===== src/design/btc_pkg.sv =====
// ----------------------------------------------------------------------------
// btc_pkg
// Shared constants and types for the button tap/hold classifier.
// ----------------------------------------------------------------------------
package btc_pkg;

  localparam int unsigned NUM_BUTTONS = 6;
  localparam int unsigned NUM_FIELDS  = 6;
  localparam int unsigned COUNT_WIDTH = 16;
  localparam int unsigned THR_WIDTH   = 16;
  localparam int unsigned CMP_WIDTH   = (COUNT_WIDTH > THR_WIDTH) ? COUNT_WIDTH : THR_WIDTH;

  // lanes actually built: buttons with an input bit behind them
  localparam int unsigned NUM_LANES = (NUM_BUTTONS < NUM_FIELDS) ? NUM_BUTTONS : NUM_FIELDS;

  localparam logic [THR_WIDTH-1:0] THRESHOLD_RESET = THR_WIDTH'(1000);

  typedef logic [1:0]                   evt_t;
  typedef logic [NUM_FIELDS-1:0][1:0]   evt_vec_t;
  typedef logic [COUNT_WIDTH-1:0]       count_t;
  typedef logic [THR_WIDTH-1:0]         thr_t;

  localparam evt_t EV_NONE = 2'd0;
  localparam evt_t EV_JOG  = 2'd1;
  localparam evt_t EV_STEP = 2'd2;
  localparam evt_t EV_STOP = 2'd3;

  // handshake status between the output stage and the lanes
  typedef struct packed {
    logic accept;   // an item is taken this cycle
    logic ready;    // output stage can take a result
  } flow_t;

endpackage


===== src/design/btc_lane.sv =====
// ----------------------------------------------------------------------------
// btc_lane
// One button: hold counter, edge detect and tap/hold classification.
// ----------------------------------------------------------------------------
module btc_lane (
  input  logic          clk_i,
  input  logic          rst_ni,
  input  btc_pkg::flow_t flow_i,
  input  logic          level_i,
  input  btc_pkg::thr_t threshold_i,
  output btc_pkg::evt_t evt_o
);

  localparam btc_pkg::count_t CntMax = {btc_pkg::COUNT_WIDTH{1'b1}};

  btc_pkg::count_t cnt_q, cnt_d;
  logic            prev_q;
  logic            jog_q, jog_d;
  logic [btc_pkg::CMP_WIDTH-1:0] cnt_ext, cnt_d_ext, thr_ext;

  assign cnt_ext   = btc_pkg::CMP_WIDTH'(cnt_q);
  assign cnt_d_ext = btc_pkg::CMP_WIDTH'(cnt_d);
  assign thr_ext   = btc_pkg::CMP_WIDTH'(threshold_i);

  always_comb begin
    cnt_d = cnt_q;
    jog_d = jog_q;
    evt_o = btc_pkg::EV_NONE;
    if (level_i) begin
      if (cnt_q != CntMax) cnt_d = cnt_q + 1'b1;   // saturate, no wrap
      if ((cnt_d_ext >= thr_ext) && !jog_q) begin
        jog_d = 1'b1;
        evt_o = btc_pkg::EV_JOG;
      end
    end else if (prev_q) begin
      evt_o = (cnt_ext < thr_ext) ? btc_pkg::EV_STEP : btc_pkg::EV_STOP;
      cnt_d = '0;
      jog_d = 1'b0;
    end
  end

  always_ff @(posedge clk_i or negedge rst_ni) begin
    if (!rst_ni) begin
      cnt_q  <= '0;
      prev_q <= 1'b0;
      jog_q  <= 1'b0;
    end else if (flow_i.accept) begin
      cnt_q  <= cnt_d;
      prev_q <= level_i;
      jog_q  <= jog_d;
    end
  end

  // a count or a jog flag only survives while the button is down
  a_cnt_needs_press : assert property (@(posedge clk_i) disable iff (!rst_ni)
    (cnt_q != '0) |-> prev_q) else $error("hold count set with button released");

  a_jog_needs_press : assert property (@(posedge clk_i) disable iff (!rst_ni)
    jog_q |-> prev_q) else $error("jog flag set with button released");

  a_release_clears : assert property (@(posedge clk_i) disable iff (!rst_ni)
    (flow_i.accept && !level_i && prev_q) |=> ((cnt_q == '0) && !jog_q))
    else $error("release did not clear lane state");

endmodule


===== src/design/btc_merge.sv =====
// ----------------------------------------------------------------------------
// btc_merge
// Gathers the lane events into one result item and holds it in the output
// register until it is taken.
// ----------------------------------------------------------------------------
module btc_merge (
  input  logic              clk_i,
  input  logic              rst_ni,
  input  logic              in_valid_i,
  input  logic              out_ready_i,
  input  btc_pkg::evt_t     lane_evt_i [btc_pkg::NUM_LANES],
  output btc_pkg::flow_t    flow_o,
  output logic              out_valid_o,
  output btc_pkg::evt_vec_t evt_o
);

  logic              valid_q, valid_d;
  btc_pkg::evt_vec_t evt_q, evt_d;

  always_comb begin
    flow_o.ready  = !valid_q || out_ready_i;
    flow_o.accept = in_valid_i && flow_o.ready;
  end

  // unbuilt lanes always report none
  always_comb begin
    evt_d = '{default: btc_pkg::EV_NONE};
    for (int unsigned i = 0; i < btc_pkg::NUM_LANES; i++) begin
      evt_d[i] = lane_evt_i[i];
    end
  end

  assign valid_d = flow_o.accept || (valid_q && !out_ready_i);

  always_ff @(posedge clk_i or negedge rst_ni) begin
    if (!rst_ni) begin
      valid_q <= 1'b0;
    end else begin
      valid_q <= valid_d;
    end
  end

  always_ff @(posedge clk_i) begin
    if (flow_o.accept) evt_q <= evt_d;
  end

  assign out_valid_o = valid_q;
  assign evt_o       = evt_q;

  // every accepted item shows up as a result the next cycle
  a_accept_gives_result : assert property (@(posedge clk_i) disable iff (!rst_ni)
    flow_o.accept |=> valid_q) else $error("accepted item produced no result");

  a_no_accept_when_full : assert property (@(posedge clk_i) disable iff (!rst_ni)
    (valid_q && !out_ready_i) |-> !flow_o.accept)
    else $error("item accepted over a pending result");

  a_idle_drains : assert property (@(posedge clk_i) disable iff (!rst_ni)
    (!flow_o.accept && out_ready_i) |=> !valid_q)
    else $error("result repeated");

endmodule


===== src/design/button_tap_hold_classifier.sv =====
// ----------------------------------------------------------------------------
// button_tap_hold_classifier
// Six-button tap/hold classifier: jog start, step and stop events per tick.
// ----------------------------------------------------------------------------
// One item is one tick of button levels and yields exactly one result item,
// in the cycle after acceptance, carrying a 2-bit event per button (none, jog
// start, step, stop). Each button has its own lane with a saturating hold
// counter, so a new item is taken every cycle; the only limit is the single
// output register, which accepts a new item in the same cycle that the
// pending result is taken. hold_threshold is written via cfg_we_i and takes
// effect from the next item; reset value is 1000.
module button_tap_hold_classifier (
  input  logic       clk_i,
  input  logic       rst_ni,
  input  logic       cfg_we_i,
  input  logic [15:0] cfg_wdata_i,
  input  logic       in_valid_i,
  output logic       in_ready_o,
  input  logic [5:0] button_levels_i,
  output logic       out_valid_o,
  input  logic       out_ready_i,
  output logic [1:0] event_left_o,
  output logic [1:0] event_right_o,
  output logic [1:0] event_in_o,
  output logic [1:0] event_out_o,
  output logic [1:0] event_up_o,
  output logic [1:0] event_down_o
);

  btc_pkg::thr_t     thr_q;
  btc_pkg::flow_t    flow;
  btc_pkg::evt_t     lane_evt [btc_pkg::NUM_LANES];
  btc_pkg::evt_vec_t evt;

  always_ff @(posedge clk_i or negedge rst_ni) begin
    if (!rst_ni) begin
      thr_q <= btc_pkg::THRESHOLD_RESET;
    end else if (cfg_we_i) begin
      thr_q <= btc_pkg::THR_WIDTH'(cfg_wdata_i);
    end
  end

  for (genvar g = 0; g < btc_pkg::NUM_LANES; g++) begin : g_lane
    btc_lane u_lane (
      .clk_i       (clk_i),
      .rst_ni      (rst_ni),
      .flow_i      (flow),
      .level_i     (button_levels_i[g]),
      .threshold_i (thr_q),
      .evt_o       (lane_evt[g])
    );
  end

  btc_merge u_merge (
    .clk_i       (clk_i),
    .rst_ni      (rst_ni),
    .in_valid_i  (in_valid_i),
    .out_ready_i (out_ready_i),
    .lane_evt_i  (lane_evt),
    .flow_o      (flow),
    .out_valid_o (out_valid_o),
    .evt_o       (evt)
  );

  assign in_ready_o    = flow.ready;
  assign event_left_o  = evt[0];
  assign event_right_o = evt[1];
  assign event_in_o    = evt[2];
  assign event_out_o   = evt[3];
  assign event_up_o    = evt[4];
  assign event_down_o  = evt[5];

endmodule


===== config.mk =====
export PLATFORM = sky130hd
export DESIGN_NAME = button_tap_hold_classifier
export DESIGN_NICKNAME = d
export VERILOG_FILES = /design/src/design/btc_pkg.sv /design/src/design/btc_lane.sv /design/src/design/btc_merge.sv /design/src/design/button_tap_hold_classifier.sv
export SDC_FILE = /design/constraint.sdc
export NUM_CORES = 1
export LEC_CHECK = 0
export BUFFER_PORTS_ARGS = -buffer_cell sky130_fd_sc_hd__buf_2
export CAP_MARGIN = 20
export CORE_AREA = 3 3 169 171
export DETAILED_ROUTE_END_ITERATION = 6
export DIE_AREA = 0 0 172 174
export PLACE_DENSITY = 0.72
export SKIP_LAST_GASP = 1
export SLEW_MARGIN = 40
export SYNTH_ARGS = -nofsm -noshare
export SYNTH_HDL_FRONTEND = slang
export SYNTH_HIERARCHICAL = 1
export SYNTH_SLANG_ARGS = --single-unit

===== constraint.sdc =====
create_clock -name clk_i -period 6.4 [get_ports clk_i]
set_clock_uncertainty 0.2 [all_clocks]
set_input_delay 0.64 -clock clk_i [delete_from_list [all_inputs] [get_ports clk_i]]
set_output_delay 0.64 -clock clk_i [all_outputs]
set_load 0.1 [all_outputs]

==> flow_metrics.env, run 1 <==
export IMPL_status="finished, final reports clean"
export IMPL_rsz0062_at_grt="no"
export IMPL_die_area_um2=29900
export IMPL_fin_crit_sh=0.629
export IMPL_cts_setup_buffers=0
export IMPL_met2_length_um=16000
export IMPL_via_count=12200
export IMPL_h_tree_depth=4
export IMPL_syn_area_um2=13500
export IMPL_cp_required_ns=6.50
export IMPL_powerDensity_nw_per_um2=219
export IMPL_cts_tree="yes"
export IMPL_yosysTopAreaCellShare=0.221
export IMPL_async_reset_ff_frac=0.912
export IMPL_top_layer_used="met4"
export IMPL_first_iter_violations=1105
export IMPL_yosys_warnings=6
export IMPL_place_hpwl_um=25500
export IMPL_nets=1791
export IMPL_final_fill_count=2497
export IMPL_crit_path_end_kind="flop"
export IMPL_met3_length_um=2140
export IMPL_period_needed_ns=4.03
export IMPL_drive_gt1_frac=0.117
export IMPL_slew_headroom=0.510
export IMPL_synth_ff_type="dfrtp_1"
export IMPL_start_kind="flop"
export IMPL_antenna_left=0
export IMPL_insertion_delay_ns=0.43
export IMPL_cp_arrival_ns=4.12
export IMPL_dpl_cell_area_um2=13700
export IMPL_vias_per_cell=6.35
export IMPL_ys_types=73
export IMPL_grt_overflow_total=0
export IMPL_grt_pass1_vias=11700
export IMPL_cts_repair_resized=0
export IMPL_wl_um=35400
export IMPL_cts_buffer_depth=2
export IMPL_clk_pin_slew_ns=0.06
export IMPL_ys_seq_area_frac=0.260
export IMPL_critPathMaxFanout=12
export IMPL_synth_cells=1575
export IMPL_leakagePower_uw=0.00644
export IMPL_timing_max_cap_violations=0
export IMPL_peakVddDrop_mv=0.185
export IMPL_worstSetupPathType="reg -> reg"
export IMPL_finalMaxSlewViolations=0
export IMPL_timing_fmax_mhz=248
export IMPL_synth_top_area_cell="dfrtp_1"
export IMPL_synth_seq_cells=137
export IMPL_syn_to_final_growth_pct=6.78
export IMPL_min_path_type="in -> reg"
export IMPL_synth_top_cells_by_count="ha_1, nand2_1, inv_1"
export IMPL_numPortBuffers=40
export IMPL_core_area_um2=27000
export IMPL_postLayoutSetupSlackWorst_ns=2.37
export IMPL_ff2ff_setup_slack_ns=2.37
export IMPL_wl_met1_um=16300
export IMPL_cts_sinks=137
export IMPL_rows=60
export IMPL_wl_per_cell_um=18.4
export IMPL_hp_start="in_valid_i"
export IMPL_synth_edff_count=12
export IMPL_syn_avg_cell_area_um2=8.55
export IMPL_place_ws_ns=2.16
export IMPL_fin_util=0.532
export IMPL_start_util=0.498
export IMPL_yosys_top_cells_area="dfrtp_1, ha_1, nand2_1"
export IMPL_reg2reg_from="g_lane[3].u_lane/cnt_ext[1]"
export IMPL_fp_dieW_um=172
export IMPL_hold_viol_final=0
export IMPL_synth_nets=1794
export IMPL_pin_count=41
export IMPL_grt_max_degree=74
export IMPL_yosysMostFrequentCell="ha_1"
export IMPL_first_pass_iters=7
export IMPL_fin_hold_ws_ns=0.231
export IMPL_diodes=0
export IMPL_antenna_found_initial=0
export IMPL_tns_ns=0
export IMPL_grt_usage=0.239
export IMPL_tightest_slew_ns=0.735
export IMPL_post_route_drc_count=0
export IMPL_clockRootBuffer="clkbuf_16"
export IMPL_crit_start="g_lane[3].u_lane/cnt_ext[1]"
export IMPL_die_h_um=174
export IMPL_cts_buffers=17
export IMPL_holdBufCountCts=1
export IMPL_fin_area_um2=14400
export IMPL_grt_pass1_wl_um=58500
export IMPL_gp_congestion=0.942
export IMPL_setup_viol=0
final timing paths:
| check | end | cells past startpoint |
|---|---|---|
| setup / recovery | u_merge/evt_o[6] | 11 |
| hold / removal | u_merge/out_valid_o | 2 |
| setup reg to reg | u_merge/evt_o[6] | 11 |
| hold reg to reg | u_merge/out_valid_o | 2 |
| max in group asynchronous | g_lane[5].u_lane/cnt_ext[2] | 3 |
| min in group asynchronous | g_lane[1].u_lane/cnt_ext[12] | 2 |
flip-flops by register name (all words and copies together), names as in the netlist:
| name | cells |
|---|---|
| u_merge/evt_o | 12 |
| g_lane.u_lane/jog_q | 6 |
| g_lane.u_lane/cnt_ext | 96 |
| u_merge/out_valid_o | 1 |
| g_lane.u_lane/prev_q | 6 |
| thr_q | 16 |
report_power, final:
part           total [uW]  switching (uW)  internal (uW)
clock network        1030             387            642
registers            1200             228            969
logic                 914             547            367
through the flow:
| stage | instances | power (uW) |
|---|---|---|
| after global routing | 1926 | 3350 |
| after detailed placement | 1893 | 2100 |
| final | 1926 | 3140 |
| after global placement | 1893 | 2070 |
| after CTS | 1926 | 3150 |
| after floorplan | 1575 | 1840 |
final cells by class:
class,instances,area [um2],area share
multi-input cells,1230,9040,0.629
clock inverters,11,144,0.0100
repair buffers,46,270,0.0188
well taps,341,427,0.0297
inverters,140,526,0.0366
flip-flops and latches,137,3500,0.243
clock buffers,21,470,0.0327
layer usage:
metal  up-vias  track usage
met1      5849        0.335
met2       364        0.378
met3        76       0.0357
met4         0       0.0788
li1       5946            -
met5         -            0
cell usage in the layout (no fill, tap or decap), types with 12 or more instances in the layout:
master | Yosys | routed
ha_1 | 192 | 192
nand2_1 | 172 | 172
inv_1 | 129 | 129
a21oi_1 | 122 | 122
dfrtp_1 | 119 | 119
o21ai_0 | 87 | 87
nand3_1 | 83 | 83
nor2_1 | 74 | 74
nand4_1 | 49 | 49
buf_2 | 8 | 39
mux2i_1 | 36 | 36
nor3_1 | 30 | 30
and4_1 | 27 | 27
a31oi_1 | 31 | 27
a211oi_1 | 20 | 20
o211ai_1 | 19 | 19
nand2b_1 | 18 | 18
clkbuf_16 | 0 | 17
mux2_2 | 16 | 16
mux2_4 | 15 | 15
nor4_1 | 13 | 13
edfxtp_1 | 12 | 12
logic make-up (layout without fill, tap and decap cells):
kind of cell,after synthesis,count (layout),synth area share
and+or+nand+nor,535,535,0.210
AOI/OAI and AO/OA,436,436,0.225
buffers and inverters,208,218,0.0706
adders and majority gates,192,192,0.178
DFF,137,137,0.260
muxes,67,67,0.0569
worst max-delay path, cell delays in order (launching register included):
cell      delay (ns)
dfrtp_1         0.54
ha_1            0.62
and3_2          0.36
nand4_1         0.17
nand3_1         0.13
o21ai_0         0.15
ha_1            0.32
nand4_1         0.11
or4_1           0.55
or4_1           0.42
o211ai_1        0.12
a32o_1          0.21
Note: power is estimated with default switching activity, not from simulation.
==> inputs of run 2 (changes only) <==
Settings changed: PLACE_DENSITY 0.72 to 0.75.
Clock period 6.4 ns to 3.5 ns, I/O delays scaled along.
==> run 2 against run 1 <==
Effect of this change:
- non-clock buffer count is 215 higher
- setup slack worse by 2.3 ns
- wire length is 10% higher
- design area is 13% higher
- largest cell class unchanged
- sequential share of layout area is 2.8 points lower
==> flow_metrics.env, run 2 (same netlist as run 1, synthesis figures left out) <==
export IMPL_instances_no_fill=2144
export IMPL_tightest_slew_ns=0.645
export IMPL_first_pass_iters=6
export IMPL_postLayoutSetupSlackWorst_ns=0.0482
export IMPL_min_path_type="in -> reg"
export IMPL_first_iter_violations=1559
export IMPL_start_util=0.498
export IMPL_timing_max_cap_violations=0
export IMPL_cp_required_ns=3.59
export IMPL_place_inst=2050
export IMPL_pin_count=41
export IMPL_die_area_um2=29900
export IMPL_swShare=0.373
export IMPL_start_kind="flop"
export IMPL_wl_per_cell_um=18.2
export IMPL_crit_path_frequent_cell="or4_4"
export IMPL_cp_arrival_ns=3.54
export IMPL_fp_dieW_um=172
export IMPL_wl_um=39100
export IMPL_leakagePower_uw=0.00754
export IMPL_timing_critical_path_max_delay_family="simple AND/OR/NAND/NOR gates"
export IMPL_grt_max_degree=103
export IMPL_largest_reg_flops=96
export IMPL_grt_overflow_total=0
export IMPL_finalMaxSlewViolations=0
export IMPL_place_ws_ns=-0.0811
export IMPL_fin_util=0.601
export IMPL_h_tree_depth=4
export IMPL_cts_buffer_depth=2
export IMPL_fin_area_um2=16200
export IMPL_worstSetupPathType="reg -> reg"
export IMPL_insertion_delay_ns=0.43
export IMPL_place_hpwl_um=27400
export IMPL_crit_path_top_delay_cell="or4_4"
export IMPL_clockPowerShare=0.298
export IMPL_nets=2009
export IMPL_status="finished, final reports clean"
export IMPL_critPathBufInv=0
export IMPL_period_needed_ns=3.45
export IMPL_numPortBuffers=40
export IMPL_setup_viol=0
export IMPL_antenna_left=0
export IMPL_powerDensity_nw_per_um2=374
export IMPL_grt_pass1_vias=12600
export IMPL_timing_fmax_mhz=290
export IMPL_clk_pin_slew_ns=0.07
export IMPL_grt_usage=0.254
export IMPL_vias_per_cell=6.23
export IMPL_via_count=13300
export IMPL_layout_commonest_cell="buf_4"
export IMPL_grt_pass1_wl_um=62500
export IMPL_post_route_drc_count=0
export IMPL_antenna_found_initial=0
export IMPL_core_area_um2=27000
export IMPL_cts_tree="yes"
export IMPL_fin_hold_ws_ns=0.114
export IMPL_gp_congestion=0.946
export IMPL_dpl_cell_area_um2=14900
export IMPL_rsz0062_at_grt="yes"
export IMPL_comb_power_share=0.377
export IMPL_power_share_sequential=0.325
export IMPL_p_sw_uw=2270
export IMPL_peakVddDrop_mv=0.376
export IMPL_diodes=0
export IMPL_cts_buffers=17
export IMPL_cpPeakStageDelay_ns=0.53
export IMPL_hold_viol_final=0
export IMPL_rows=60
export IMPL_crit_path_cell_trace="and4_2, and3_4, a311oi_4, a31o_2, mux2i_1, ha_1, nand2_1, or4_4, or4_4, o211ai_1, a32o_1"
export IMPL_drive_gt1_frac=0.237
export IMPL_mostFrequentLayoutCells="buf_4, ha_1, nand2_1, inv_1"
export IMPL_die_h_um=174
export IMPL_cts_sinks=137
export IMPL_fin_crit_sh=0.986
export IMPL_critPathMaxFanout=5
export IMPL_p_int_uw=3810
export IMPL_crit_path_end_kind="flop"
export IMPL_clockRootBuffer="clkbuf_16"
export IMPL_slew_headroom=0.564
export IMPL_syn_to_final_growth_pct=20.7
## run 2: through the flow
step	TNS [ns]	total power, uW
2_1_floorplan	0	3370
3_3_place_gp	-0.0962	4040
3_5_place_dp	-0.132	4120
4_1_cts	-0.0297	5970
5_1_grt	-0.201	6450
6_report	0	6080
## run 2: repair_timing
| item | CTS | global route |
|---|---|---|
| gates cloned | 0 | 3 |
| buffers inserted | 0 | 39 |
| gates resized for setup | 7 | 68 |
| hold buffers | 19 | 0 |
| pin swaps | 0 | 60 |
| hold endpoints to repair | 113 | 0 |
| setup endpoints to repair | 4 | 11 |
## run 2: power by group through the flow
stage	logic (uW)	registers, uW	clock network (uW)
floorplan	1290	2080	0
global placement	2080	1960	0
detailed placement	2140	1980	0
CTS	2180	1950	1830
global route	2560	1990	1910
finish	2290	1970	1810
## run 2: worst paths after layout
kind                                             start                      endpoint  slack, ns  cells past startpoint
max                        g_lane[3].u_lane/cnt_ext[9]              u_merge/evt_o[6]       0.05                     11
min                                 button_levels_i[1]  g_lane[1].u_lane/cnt_ext[15]       0.11                      3
max reg2reg                g_lane[3].u_lane/cnt_ext[9]              u_merge/evt_o[6]       0.05                     11
min reg2reg                    g_lane[2].u_lane/prev_q       g_lane[2].u_lane/prev_q       0.34                      1
max in group asynchronous                       rst_ni                      thr_q[8]       1.97                      4
min in group asynchronous                       rst_ni   g_lane[1].u_lane/cnt_ext[0]       0.19                      2
## run 2: routing by layer
| metal | global-route usage | wire length [um] |
|---|---|---|
| met1 | 0.346 | 17200 |
| met2 | 0.408 | 18000 |
| met3 | 0.0287 | 2230 |
| met4 | 0.109 | 1640 |
| met5 | 0 | 0 |
## run 2: final cells by class
type                       instances  area (um2)
fill                            2222       10800
multi-input combinational       1233        9240
sequential                       137        3500
timing repair buffer             261        1980
inverter                         140         526
clock buffer                      19         453
tap                              341         427
clock inverter                    13         128
## run 2: worst register-to-register path, cell delays in order (launching register included)
cell      delay (ns)
dfrtp_1         0.38
and4_2          0.27
and3_4          0.19
a311oi_4        0.30
a31o_2          0.22
mux2i_1         0.08
ha_1            0.30
nand2_1         0.06
or4_4           0.53
or4_4           0.43
o211ai_1        0.16
a32o_1          0.22
